==> config.mk <==
export PLATFORM = sky130hd
export DESIGN_NAME = ppu_register_port_and_frame_timing_flat
export DESIGN_NICKNAME = d
export VERILOG_FILES = /design/src/design/pprf_pkg.sv /design/src/design/pprf_ifs.sv /design/src/design/pprf_front.sv /design/src/design/pprf_queue.sv /design/src/design/pprf_back.sv /design/src/design/ppu_register_port_and_frame_timing.sv /design/src/flat_wrapper.sv
export VERILOG_INCLUDE_DIRS = /design/src /design/src/design
export SDC_FILE = /design/constraint.sdc
export NUM_CORES = 2
export LEC_CHECK = 0
export BUFFER_PORTS_ARGS = -buffer_cell sky130_fd_sc_hd__buf_2
export CAP_MARGIN = 30
export CELL_PAD_IN_SITES_DETAIL_PLACEMENT = 2
export CELL_PAD_IN_SITES_GLOBAL_PLACEMENT = 2
export CORE_ASPECT_RATIO = 1.25
export CORE_MARGIN = 4
export CORE_UTILIZATION = 40
export CTS_BUF_LIST = sky130_fd_sc_hd__clkbuf_4 sky130_fd_sc_hd__clkbuf_8 sky130_fd_sc_hd__clkbuf_16
export CTS_CLUSTER_SIZE = 28
export DETAILED_ROUTE_END_ITERATION = 16
export PLACE_DENSITY_LB_ADDON = 0.1
export SYNTH_ARGS = -nofsm -noshare
export SYNTH_HDL_FRONTEND = slang
export SYNTH_SLANG_ARGS = --single-unit
==> constraint.sdc <==
create_clock -name clk -period 5.1 [get_ports clk]
set_clock_uncertainty 0.05 [all_clocks]
set_input_delay 0.51 -clock clk [delete_from_list [all_inputs] [get_ports clk]]
set_output_delay 0.51 -clock clk [all_outputs]
set_load 0.01 [all_outputs]
==> src/design/assert_macros.svh <==
// Assertion macros shared by the register port design files.
`ifndef ASSERT_MACROS_SVH
`define ASSERT_MACROS_SVH

// Check that a condition implies a consequence in the same cycle.
`define ASSERT_IMPLIES(label, clk, rst, cond, cons) \
  label: assert property (@(posedge clk) disable iff (rst) (cond) |-> (cons)) \
    else $error("implication check failed");

// Check that a condition implies a consequence in the next cycle.
`define ASSERT_NEXT(label, clk, rst, cond, cons) \
  label: assert property (@(posedge clk) disable iff (rst) (cond) |=> (cons)) \
    else $error("next-cycle check failed");

`endif

==> src/design/pprf_pkg.sv <==
// Shared constants, codes and types of the register port and frame timing block.
package pprf_pkg;

  localparam int OBJECT_DEPTH = 256;
  localparam int OBJ_AW       = $clog2(OBJECT_DEPTH);
  localparam int LAST_DOT     = 340;
  localparam int LAST_LINE    = 261;
  localparam int VBLANK_LINE  = 241;
  localparam int QUEUE_DEPTH  = 2;
  localparam int QPTR_W       = $clog2(QUEUE_DEPTH);
  localparam int QCNT_W       = $clog2(QUEUE_DEPTH + 1);

  // Item commands
  localparam logic [1:0] CMD_TICK  = 2'd0;
  localparam logic [1:0] CMD_READ  = 2'd1;
  localparam logic [1:0] CMD_WRITE = 2'd2;

  // Register indexes
  localparam logic [2:0] REG_CTRL    = 3'd0;
  localparam logic [2:0] REG_MASK    = 3'd1;
  localparam logic [2:0] REG_STATUS  = 3'd2;
  localparam logic [2:0] REG_OAMADDR = 3'd3;
  localparam logic [2:0] REG_OAMDATA = 3'd4;
  localparam logic [2:0] REG_SCROLL  = 3'd5;
  localparam logic [2:0] REG_ADDR    = 3'd6;
  localparam logic [2:0] REG_DATA    = 3'd7;

  // Video memory request codes
  localparam logic [1:0] VRAM_NONE  = 2'd0;
  localparam logic [1:0] VRAM_READ  = 2'd1;
  localparam logic [1:0] VRAM_WRITE = 2'd2;

  localparam int CTRL_INC_BIT = 2;
  localparam int CTRL_NMI_BIT = 7;
  localparam logic [7:0]  SCROLL_NEG_START = 8'd240;
  localparam logic [15:0] ADDR_STEP_ONE    = 16'd1;
  localparam logic [15:0] ADDR_STEP_WIDE   = 16'd32;

  // Classified operation carried from front to back
  typedef enum logic [3:0] {
    OP_NOP,
    OP_TICK,
    OP_RD_STATUS,
    OP_RD_OAM,
    OP_RD_DATA,
    OP_WR_CTRL,
    OP_WR_MASK,
    OP_WR_OAMADDR,
    OP_WR_OAMDATA,
    OP_WR_SCROLL,
    OP_WR_ADDR,
    OP_WR_DATA
  } op_t;

  typedef struct packed {
    op_t        op;
    logic [7:0] data;
  } entry_t;

endpackage

==> src/design/pprf_ifs.sv <==
// Channel interfaces for incoming items and outgoing results.
interface pprf_item_if;
  logic       valid;
  logic       ready;
  logic [1:0] cmd;
  logic [2:0] reg_sel;
  logic [7:0] write_data;

  modport source (output valid, cmd, reg_sel, write_data, input ready);
  modport sink (input valid, cmd, reg_sel, write_data, output ready);
endinterface

interface pprf_result_if;
  logic              valid;
  logic              ready;
  logic [7:0]        read_data;
  logic [1:0]        vram_op;
  logic [15:0]       vram_address;
  logic [7:0]        vram_wdata;
  logic              nmi_pulse;
  logic              vblank_flag;
  logic [8:0]        scanline;
  logic [8:0]        dot;
  logic [7:0]        mask_value;
  logic [7:0]        scroll_x;
  logic signed [8:0] scroll_y;

  modport source (output valid, read_data, vram_op, vram_address, vram_wdata, nmi_pulse,
                  vblank_flag, scanline, dot, mask_value, scroll_x, scroll_y,
                  input ready);
  modport sink (input valid, read_data, vram_op, vram_address, vram_wdata, nmi_pulse,
                vblank_flag, scanline, dot, mask_value, scroll_x, scroll_y,
                output ready);
endinterface

==> src/design/pprf_front.sv <==
// Front part: accepts items and classifies them into operations.
module pprf_front import pprf_pkg::*; (
  pprf_item_if.sink item,
  input  logic      q_full,
  output logic      push,
  output entry_t    entry
);

  op_t op;

  // Classify command and register index
  always_comb begin
    op = OP_NOP;
    case (item.cmd)
      CMD_TICK: op = OP_TICK;
      CMD_READ: begin
        case (item.reg_sel)
          REG_STATUS:  op = OP_RD_STATUS;
          REG_OAMDATA: op = OP_RD_OAM;
          REG_DATA:    op = OP_RD_DATA;
          default:     op = OP_NOP;
        endcase
      end
      CMD_WRITE: begin
        case (item.reg_sel)
          REG_CTRL:    op = OP_WR_CTRL;
          REG_MASK:    op = OP_WR_MASK;
          REG_OAMADDR: op = OP_WR_OAMADDR;
          REG_OAMDATA: op = OP_WR_OAMDATA;
          REG_SCROLL:  op = OP_WR_SCROLL;
          REG_ADDR:    op = OP_WR_ADDR;
          REG_DATA:    op = OP_WR_DATA;
          default:     op = OP_NOP;
        endcase
      end
      default: op = OP_NOP;
    endcase
  end

  // Take a request whenever the queue has room
  assign item.ready = !q_full;
  assign push       = item.valid && !q_full;
  assign entry.op   = op;
  assign entry.data = item.write_data;

endmodule

==> src/design/pprf_queue.sv <==
// Short queue of classified operations between front and back.
module pprf_queue import pprf_pkg::*; (
  input  logic   clk,
  input  logic   rst,
  input  logic   push,
  input  entry_t push_entry,
  output logic   full,
  input  logic   pop,
  output logic   valid,
  output entry_t head
);

  entry_t              slots [QUEUE_DEPTH];
  logic [QPTR_W-1:0]   wr_ptr;
  logic [QPTR_W-1:0]   rd_ptr;
  logic [QCNT_W-1:0]   count;

  assign full  = (count == QCNT_W'(QUEUE_DEPTH));
  assign valid = (count != '0);
  assign head  = slots[rd_ptr];

  // Store pushed entries
  always_ff @(posedge clk) begin
    if (push) begin
      slots[wr_ptr] <= push_entry;
    end
  end

  // Advance pointers and fill count
  always_ff @(posedge clk) begin
    if (rst) begin
      wr_ptr <= '0;
      rd_ptr <= '0;
      count  <= '0;
    end else begin
      if (push) begin
        wr_ptr <= (wr_ptr == QPTR_W'(QUEUE_DEPTH - 1)) ? '0 : wr_ptr + 1'b1;
      end
      if (pop) begin
        rd_ptr <= (rd_ptr == QPTR_W'(QUEUE_DEPTH - 1)) ? '0 : rd_ptr + 1'b1;
      end
      if (push && !pop) begin
        count <= count + 1'b1;
      end else if (pop && !push) begin
        count <= count - 1'b1;
      end
    end
  end

endmodule

==> src/design/pprf_back.sv <==
// Back part: register file, frame timing, object store and result register.
module pprf_back import pprf_pkg::*; (
  input  logic        clk,
  input  logic        rst,
  input  logic        q_valid,
  input  entry_t      q_head,
  output logic        pop,
  pprf_result_if.source result
);

  localparam logic [8:0] LAST_DOT_V    = 9'(LAST_DOT);
  localparam logic [8:0] LAST_LINE_V   = 9'(LAST_LINE);
  localparam logic [8:0] VBLANK_LINE_V = 9'(VBLANK_LINE);

  // Architectural state
  logic [8:0]        dot_count, dot_count_next;
  logic [8:0]        line_count, line_count_next;
  logic              vblank, vblank_next;
  logic [7:0]        ctrl_reg, ctrl_reg_next;
  logic [7:0]        mask_reg, mask_reg_next;
  logic [OBJ_AW-1:0] object_index, object_index_next;
  logic [15:0]       video_address, video_address_next;
  logic              address_toggle, address_toggle_next;
  logic              scroll_toggle, scroll_toggle_next;
  logic [7:0]        horiz_scroll, horiz_scroll_next;
  logic [8:0]        vert_scroll, vert_scroll_next;

  logic [7:0]        obj_mem [OBJECT_DEPTH];
  logic [7:0]        obj_q;

  // Per-item result values
  logic [7:0]  rdata;
  logic        oam_rd;
  logic [1:0]  vop;
  logic [15:0] vaddr;
  logic [7:0]  vwdata;
  logic        nmi;
  logic [15:0] step;

  // Result register
  logic        res_valid;
  logic [7:0]  res_rdata;
  logic        res_oam;
  logic [1:0]  res_vop;
  logic [15:0] res_vaddr;
  logic [7:0]  res_vwdata;
  logic        res_nmi;
  logic        res_vblank;
  logic [8:0]  res_line;
  logic [8:0]  res_dot;
  logic [7:0]  res_mask;
  logic [7:0]  res_hscroll;
  logic [8:0]  res_vscroll;

  logic load;

  assign load = !res_valid || result.ready;
  assign pop  = q_valid && load;
  assign step = ctrl_reg[CTRL_INC_BIT] ? ADDR_STEP_WIDE : ADDR_STEP_ONE;

  // Execute the head operation
  always_comb begin
    dot_count_next      = dot_count;
    line_count_next     = line_count;
    vblank_next         = vblank;
    ctrl_reg_next       = ctrl_reg;
    mask_reg_next       = mask_reg;
    object_index_next   = object_index;
    video_address_next  = video_address;
    address_toggle_next = address_toggle;
    scroll_toggle_next  = scroll_toggle;
    horiz_scroll_next   = horiz_scroll;
    vert_scroll_next    = vert_scroll;
    rdata  = '0;
    oam_rd = 1'b0;
    vop    = VRAM_NONE;
    vaddr  = '0;
    vwdata = '0;
    nmi    = 1'b0;
    case (q_head.op)
      OP_TICK: begin
        if (line_count == VBLANK_LINE_V && dot_count == 9'd1) begin
          vblank_next = 1'b1;
          nmi         = ctrl_reg[CTRL_NMI_BIT];
        end
        if (line_count == LAST_LINE_V && dot_count == 9'd0) begin
          vblank_next = 1'b0;
        end
        if (dot_count == LAST_DOT_V) begin
          dot_count_next  = '0;
          line_count_next = (line_count == LAST_LINE_V) ? '0 : line_count + 9'd1;
        end else begin
          dot_count_next = dot_count + 9'd1;
        end
      end
      OP_RD_STATUS: begin
        rdata       = {vblank, 7'd0};
        vblank_next = 1'b0;
      end
      OP_RD_OAM: oam_rd = 1'b1;
      OP_RD_DATA: begin
        vop                = VRAM_READ;
        vaddr              = video_address;
        video_address_next = video_address + step;
      end
      OP_WR_CTRL:    ctrl_reg_next = q_head.data;
      OP_WR_MASK:    mask_reg_next = q_head.data;
      OP_WR_OAMADDR: object_index_next = q_head.data[OBJ_AW-1:0];
      OP_WR_SCROLL: begin
        if (!scroll_toggle) begin
          horiz_scroll_next  = q_head.data;
          scroll_toggle_next = 1'b1;
        end else begin
          vert_scroll_next   = {q_head.data >= SCROLL_NEG_START, q_head.data};
          scroll_toggle_next = 1'b0;
        end
      end
      OP_WR_ADDR: begin
        if (!address_toggle) begin
          video_address_next  = {q_head.data, video_address[7:0]};
          address_toggle_next = 1'b1;
        end else begin
          video_address_next  = {video_address[15:8], q_head.data};
          address_toggle_next = 1'b0;
        end
      end
      OP_WR_DATA: begin
        vop                = VRAM_WRITE;
        vaddr              = video_address;
        vwdata             = q_head.data;
        video_address_next = video_address + step;
      end
      default: ;
    endcase
  end

  // Commit state on each popped request
  always_ff @(posedge clk) begin
    if (rst) begin
      dot_count      <= '0;
      line_count     <= '0;
      vblank         <= 1'b0;
      ctrl_reg       <= '0;
      mask_reg       <= '0;
      object_index   <= '0;
      video_address  <= '0;
      address_toggle <= 1'b0;
      scroll_toggle  <= 1'b0;
      horiz_scroll   <= '0;
      vert_scroll    <= '0;
    end else if (pop) begin
      dot_count      <= dot_count_next;
      line_count     <= line_count_next;
      vblank         <= vblank_next;
      ctrl_reg       <= ctrl_reg_next;
      mask_reg       <= mask_reg_next;
      object_index   <= object_index_next;
      video_address  <= video_address_next;
      address_toggle <= address_toggle_next;
      scroll_toggle  <= scroll_toggle_next;
      horiz_scroll   <= horiz_scroll_next;
      vert_scroll    <= vert_scroll_next;
    end
  end

  // Object store: write on object data write, read data held with the result
  always_ff @(posedge clk) begin
    if (pop && q_head.op == OP_WR_OAMDATA) begin
      obj_mem[object_index] <= q_head.data;
    end
    if (load) begin
      obj_q <= obj_mem[object_index];
    end
  end

  // Result valid flag
  always_ff @(posedge clk) begin
    if (rst) begin
      res_valid <= 1'b0;
    end else if (load) begin
      res_valid <= q_valid;
    end
  end

  // Result payload
  always_ff @(posedge clk) begin
    if (load) begin
      res_rdata   <= rdata;
      res_oam     <= oam_rd;
      res_vop     <= vop;
      res_vaddr   <= vaddr;
      res_vwdata  <= vwdata;
      res_nmi     <= nmi;
      res_vblank  <= vblank_next;
      res_line    <= line_count_next;
      res_dot     <= dot_count_next;
      res_mask    <= mask_reg_next;
      res_hscroll <= horiz_scroll_next;
      res_vscroll <= vert_scroll_next;
    end
  end

  assign result.valid        = res_valid;
  assign result.read_data    = res_oam ? obj_q : res_rdata;
  assign result.vram_op      = res_vop;
  assign result.vram_address = res_vaddr;
  assign result.vram_wdata   = res_vwdata;
  assign result.nmi_pulse    = res_nmi;
  assign result.vblank_flag  = res_vblank;
  assign result.scanline     = res_line;
  assign result.dot          = res_dot;
  assign result.mask_value   = res_mask;
  assign result.scroll_x     = res_hscroll;
  assign result.scroll_y     = $signed(res_vscroll);

endmodule

==> src/design/ppu_register_port_and_frame_timing.sv <==
// Top level: picture processor register port and frame timing.
//
//   channel  | role    | payload
//   ---------+---------+--------------------------------------------------------
//   item     | sink    | cmd, reg_sel, write_data
//   result   | source  | read_data, vram_op, vram_address, vram_wdata, nmi_pulse,
//            |         | vblank_flag, scanline, dot, mask_value, scroll_x, scroll_y
//
// One item per clock sustained while results are taken; items pass the queue, then the result register.
// The two-entry operation queue lets the front keep taking items while a result waits.
// The back commits one operation per cycle unless the result stalls; the object store read
// is registered with it. Synchronous reset clears the counters, port registers, result valid
// flag and queue; the object store keeps whatever it holds until written.
`include "assert_macros.svh"

module ppu_register_port_and_frame_timing import pprf_pkg::*; (
  input  logic          clk,
  input  logic          rst,
  pprf_item_if.sink     item,
  pprf_result_if.source result
);

  logic   push;
  entry_t push_entry;
  logic   q_full;
  logic   q_valid;
  logic   pop;
  entry_t q_head;

  pprf_front u_front (
    .item   (item),
    .q_full (q_full),
    .push   (push),
    .entry  (push_entry)
  );

  pprf_queue u_queue (
    .clk        (clk),
    .rst        (rst),
    .push       (push),
    .push_entry (push_entry),
    .full       (q_full),
    .pop        (pop),
    .valid      (q_valid),
    .head       (q_head)
  );

  pprf_back u_back (
    .clk     (clk),
    .rst     (rst),
    .q_valid (q_valid),
    .q_head  (q_head),
    .pop     (pop),
    .result  (result)
  );

  // An NMI only goes out with the vblank flag set
  `ASSERT_IMPLIES(a_nmi_with_vblank, clk, rst, result.valid && result.nmi_pulse, result.vblank_flag)
  // No video request means a zero address and data
  `ASSERT_IMPLIES(a_idle_vram_zero, clk, rst, result.valid && result.vram_op == VRAM_NONE, result.vram_address == 16'd0 && result.vram_wdata == 8'd0)
  // Counters stay in the frame
  `ASSERT_IMPLIES(a_counters_range, clk, rst, result.valid, result.dot <= 9'(LAST_DOT) && result.scanline <= 9'(LAST_LINE))
  // A popped operation always produces a result next cycle
  `ASSERT_NEXT(a_pop_gives_result, clk, rst, pop, result.valid)

endmodule

==> src/flat_wrapper.sv <==
// flat-port wrapper written by rule: the top's interface ports become plain ports
module ppu_register_port_and_frame_timing_flat import pprf_pkg::*;
  (clk, rst, item_valid, item_cmd, item_reg_sel, item_write_data, item_ready, result_valid, result_read_data, result_vram_op, result_vram_address, result_vram_wdata, result_nmi_pulse, result_vblank_flag, result_scanline, result_dot, result_mask_value, result_scroll_x, result_scroll_y, result_ready);
  pprf_item_if item_i ();
  pprf_result_if result_i ();
  input  logic clk;
  input  logic rst;
  input wire logic [$bits(item_i.valid)-1:0] item_valid;
  input wire logic [$bits(item_i.cmd)-1:0] item_cmd;
  input wire logic [$bits(item_i.reg_sel)-1:0] item_reg_sel;
  input wire logic [$bits(item_i.write_data)-1:0] item_write_data;
  output wire logic [$bits(item_i.ready)-1:0] item_ready;
  output wire logic [$bits(result_i.valid)-1:0] result_valid;
  output wire logic [$bits(result_i.read_data)-1:0] result_read_data;
  output wire logic [$bits(result_i.vram_op)-1:0] result_vram_op;
  output wire logic [$bits(result_i.vram_address)-1:0] result_vram_address;
  output wire logic [$bits(result_i.vram_wdata)-1:0] result_vram_wdata;
  output wire logic [$bits(result_i.nmi_pulse)-1:0] result_nmi_pulse;
  output wire logic [$bits(result_i.vblank_flag)-1:0] result_vblank_flag;
  output wire logic [$bits(result_i.scanline)-1:0] result_scanline;
  output wire logic [$bits(result_i.dot)-1:0] result_dot;
  output wire logic [$bits(result_i.mask_value)-1:0] result_mask_value;
  output wire logic [$bits(result_i.scroll_x)-1:0] result_scroll_x;
  output wire logic [$bits(result_i.scroll_y)-1:0] result_scroll_y;
  input wire logic [$bits(result_i.ready)-1:0] result_ready;
  assign item_i.valid = item_valid;
  assign item_i.cmd = item_cmd;
  assign item_i.reg_sel = item_reg_sel;
  assign item_i.write_data = item_write_data;
  assign item_ready = item_i.ready;
  assign result_valid = result_i.valid;
  assign result_read_data = result_i.read_data;
  assign result_vram_op = result_i.vram_op;
  assign result_vram_address = result_i.vram_address;
  assign result_vram_wdata = result_i.vram_wdata;
  assign result_nmi_pulse = result_i.nmi_pulse;
  assign result_vblank_flag = result_i.vblank_flag;
  assign result_scanline = result_i.scanline;
  assign result_dot = result_i.dot;
  assign result_mask_value = result_i.mask_value;
  assign result_scroll_x = result_i.scroll_x;
  assign result_scroll_y = result_i.scroll_y;
  assign result_i.ready = result_ready;
  ppu_register_port_and_frame_timing u_core (.clk(clk), .rst(rst), .item(item_i), .result(result_i));
endmodule
==> metrics.txt <==
required time of the critical path 5.65 ns; post-synthesis sequential area ratio 0.7614; Power Dens Cells 449.7 nW/um2; YS warnings 0; Max H-tree Level 4; largest reg by FF count u_core.u_back.obj_mem; Vias/cell 5.896; RSZ-0062 raised after global routing false; DP Cell Count 7,433; commonest non-fill, non-tap cell in the layout edfxtp_1; final net count 4,815; Top delay family on crit path compound AO/OA/AOI/OAI gates; Synth area leader edfxtp_1; fmax ~0.21 GHz; Clock Latency Late Sink 0.88 ns; vias in the first global route roughly 50,000; Final Hold Viols 0; worst path cell trace buf_12 -> buf_12 -> mux4_2 -> a22o_1 -> a221oi_1 -> buf_4 -> o22ai_1 -> or4_1 -> or4_1; Fill cells 19,630; DRT Pass-1 Iters 8; full die area 225,000 um2; CTS Sinks 2,231; WL/cell 35.87 um; total length of routed wires roughly 280,000 um; Die X-Extent about 430 um; Largest regs u_core.u_back.obj_mem x2048, u_core.u_queue.slots x24; Initial Utilization 0.4016; Mean Syn Cell Area about 20 um2; TritonCTS clock tree built; static leakage roughly 32 nW; initial DRC count 4,662; DRC errors left 0; Area Growth Syn to Fin 15.94%; io pins just under 100; minimum clock period 4.677 ns; slowest stage delay, CP 0.84 ns; share of the synthesized area in the top cell type 0.7435; I/O Buffers 97; most frequent cells in the layout edfxtp_1, mux4_2, nor2_1; Layout Cells excl Fill just under 8,000; Num CTS Buffers about 230; Setup CP Type flip-flop to flip-flop; Root Driver clkbuf_16; CP endpoint kind flip-flop; synthesized netlist net count between 4,000 and 5,000; Routed Antenna Nets 0; global route overflow 0; status finished clean; core box area 216,500 um2; Die Y-Extent 529.3 um; via count roughly 46,000; Worst VDD drop 0.3828 mV; post-synthesis instance total 4,356; number of storage elements in the synthesis netlist 2,231; row count 191; Async SR Flop Fraction 0; layout cells sized above 1 0.2805; Clock Pin Slew Worst Setup and Hold Paths about 0.060 ns; CTS max path bufs 4; Setup violations, final 0; Worst slew margin 0.2915; Max-cap violations 0; antenna violations before repair 9; max-slew violations 0; measured slew at the worst slew-check pin 1.063 ns; period utilization 0.9170; largest net degree at the start of global routing 197; post-CTS setup repair buffer count 0; Netlist Area Pre-Place just under 90,000 um2; Synth Flop Type edfxtp_1; top post-synthesis cells by area edfxtp_1, mux4_2, dfxtp_1; EDFF count, synth 2,153; GRT Resource Usage Total 0.2499; flip-flop count of the largest register after layout 2,048; CP max-delay cell a221oi_1; buffers and inverters on the worst path 3; Worst Hold Class primary input to flip-flop; CP max FO 24; Placer Congestion roughly 0.81; Worst Path Arrival 5.23 ns; post-synth cell types 69; startpoint types flip-flop; Total Neg Setup Slack 0 ns; first-pass GRT wire length between 300,000 and 400,000 um; Post-DP HPWL roughly 180,000 um
path summary, 6_finish.rpt:
path	slack, ns	endpoint	from	depth (start not counted)
setup / recovery	0.42	u_core.u_back.obj_q[0]	u_core.u_back.object_index[0]	9
hold / removal	0.09	u_core.u_queue.slots[0][11]	item_reg_sel[2]	3
setup reg to reg	0.42	u_core.u_back.obj_q[0]	u_core.u_back.object_index[0]	9
hold reg to reg	0.41	u_core.u_back.mask_reg[1]	u_core.u_back.mask_reg[1]	2
worst register-to-register path: stages (launching register included):
cell	delay, ns
dfxtp_4	0.82
buf_12	0.35
buf_12	0.21
mux4_2	0.52
a22o_1	0.28
a221oi_1	0.84
buf_4	0.28
o22ai_1	0.09
or4_1	0.44
or4_1	0.52
Yosys cell counts (36+ instances only):
cell,count
a21oi_1,103
a22oi_1,100
buf_2,78
clkbuf_1,123
dfxtp_1,78
edfxtp_1,2153
inv_1,36
mux2i_1,83
mux4_2,534
nand2_1,192
nand3_1,54
nor2_1,366
o21ai_0,40
power breakdown:
group	internal, W	leakage [nW]	switching [W]
clock network	0.00999	3.79	0.00719
logic	0.00141	7.66	0.00429
registers	0.0222	20.2	0.000277
total	0.0336	31.6	0.0118
final cells by class:
class | count | area, um2 | area share
antenna | 2 | 5.005 | 0.00004964
clock buffer | 297 | 6365 | 0.06313
clock inverter | 123 | 1217 | 0.01208
inverter | 36 | 185.2 | 0.001837
multi-input combinational | 1833 | 19500 | 0.1934
sequential | 2231 | 66230 | 0.6569
tap | 2895 | 3622 | 0.03593
timing repair buffer | 454 | 3696 | 0.03666
kinds of logic after synthesis:
kind of cell    synth area share
simple gates             0.04003
compound gates           0.03139
flops                     0.7614
buf+inv                  0.01511
mux                       0.1485
fa+ha+maj               0.001295
xor+xnor                0.002216
through the flow:
step	instance area (um2)	hold WS, ns	setup slack (ns)	util	total power, W
finish	100800	0.08922	0.4233	0.4657	0.04534
floorplan	86980	0.3866	0.01368	-	0.02585
global placement	92940	0.3914	0.5875	0.4293	0.02840
detailed placement	93020	0.4040	0.5019	0.4296	0.02863
CTS	100700	0.003889	0.4599	0.4652	0.04579
global route	100800	0.05606	0.4444	0.4656	0.04691
routing by layer:
layer,vias to the layer above,track usage,share of wire
met2,1551,0.4275,0.51
met4,6,0.08864,0.039
li1,18760,-,-
met3,430,0.03808,0.055
met5,-,0,0.00015
met1,25660,0.3250,0.40
timing repair:
action                    4_1_cts  5_1_grt
hold endpoints to repair       23        0
hold buffers                   12        0
resized for setup               0        0
(Power assumes the default switching activity.)
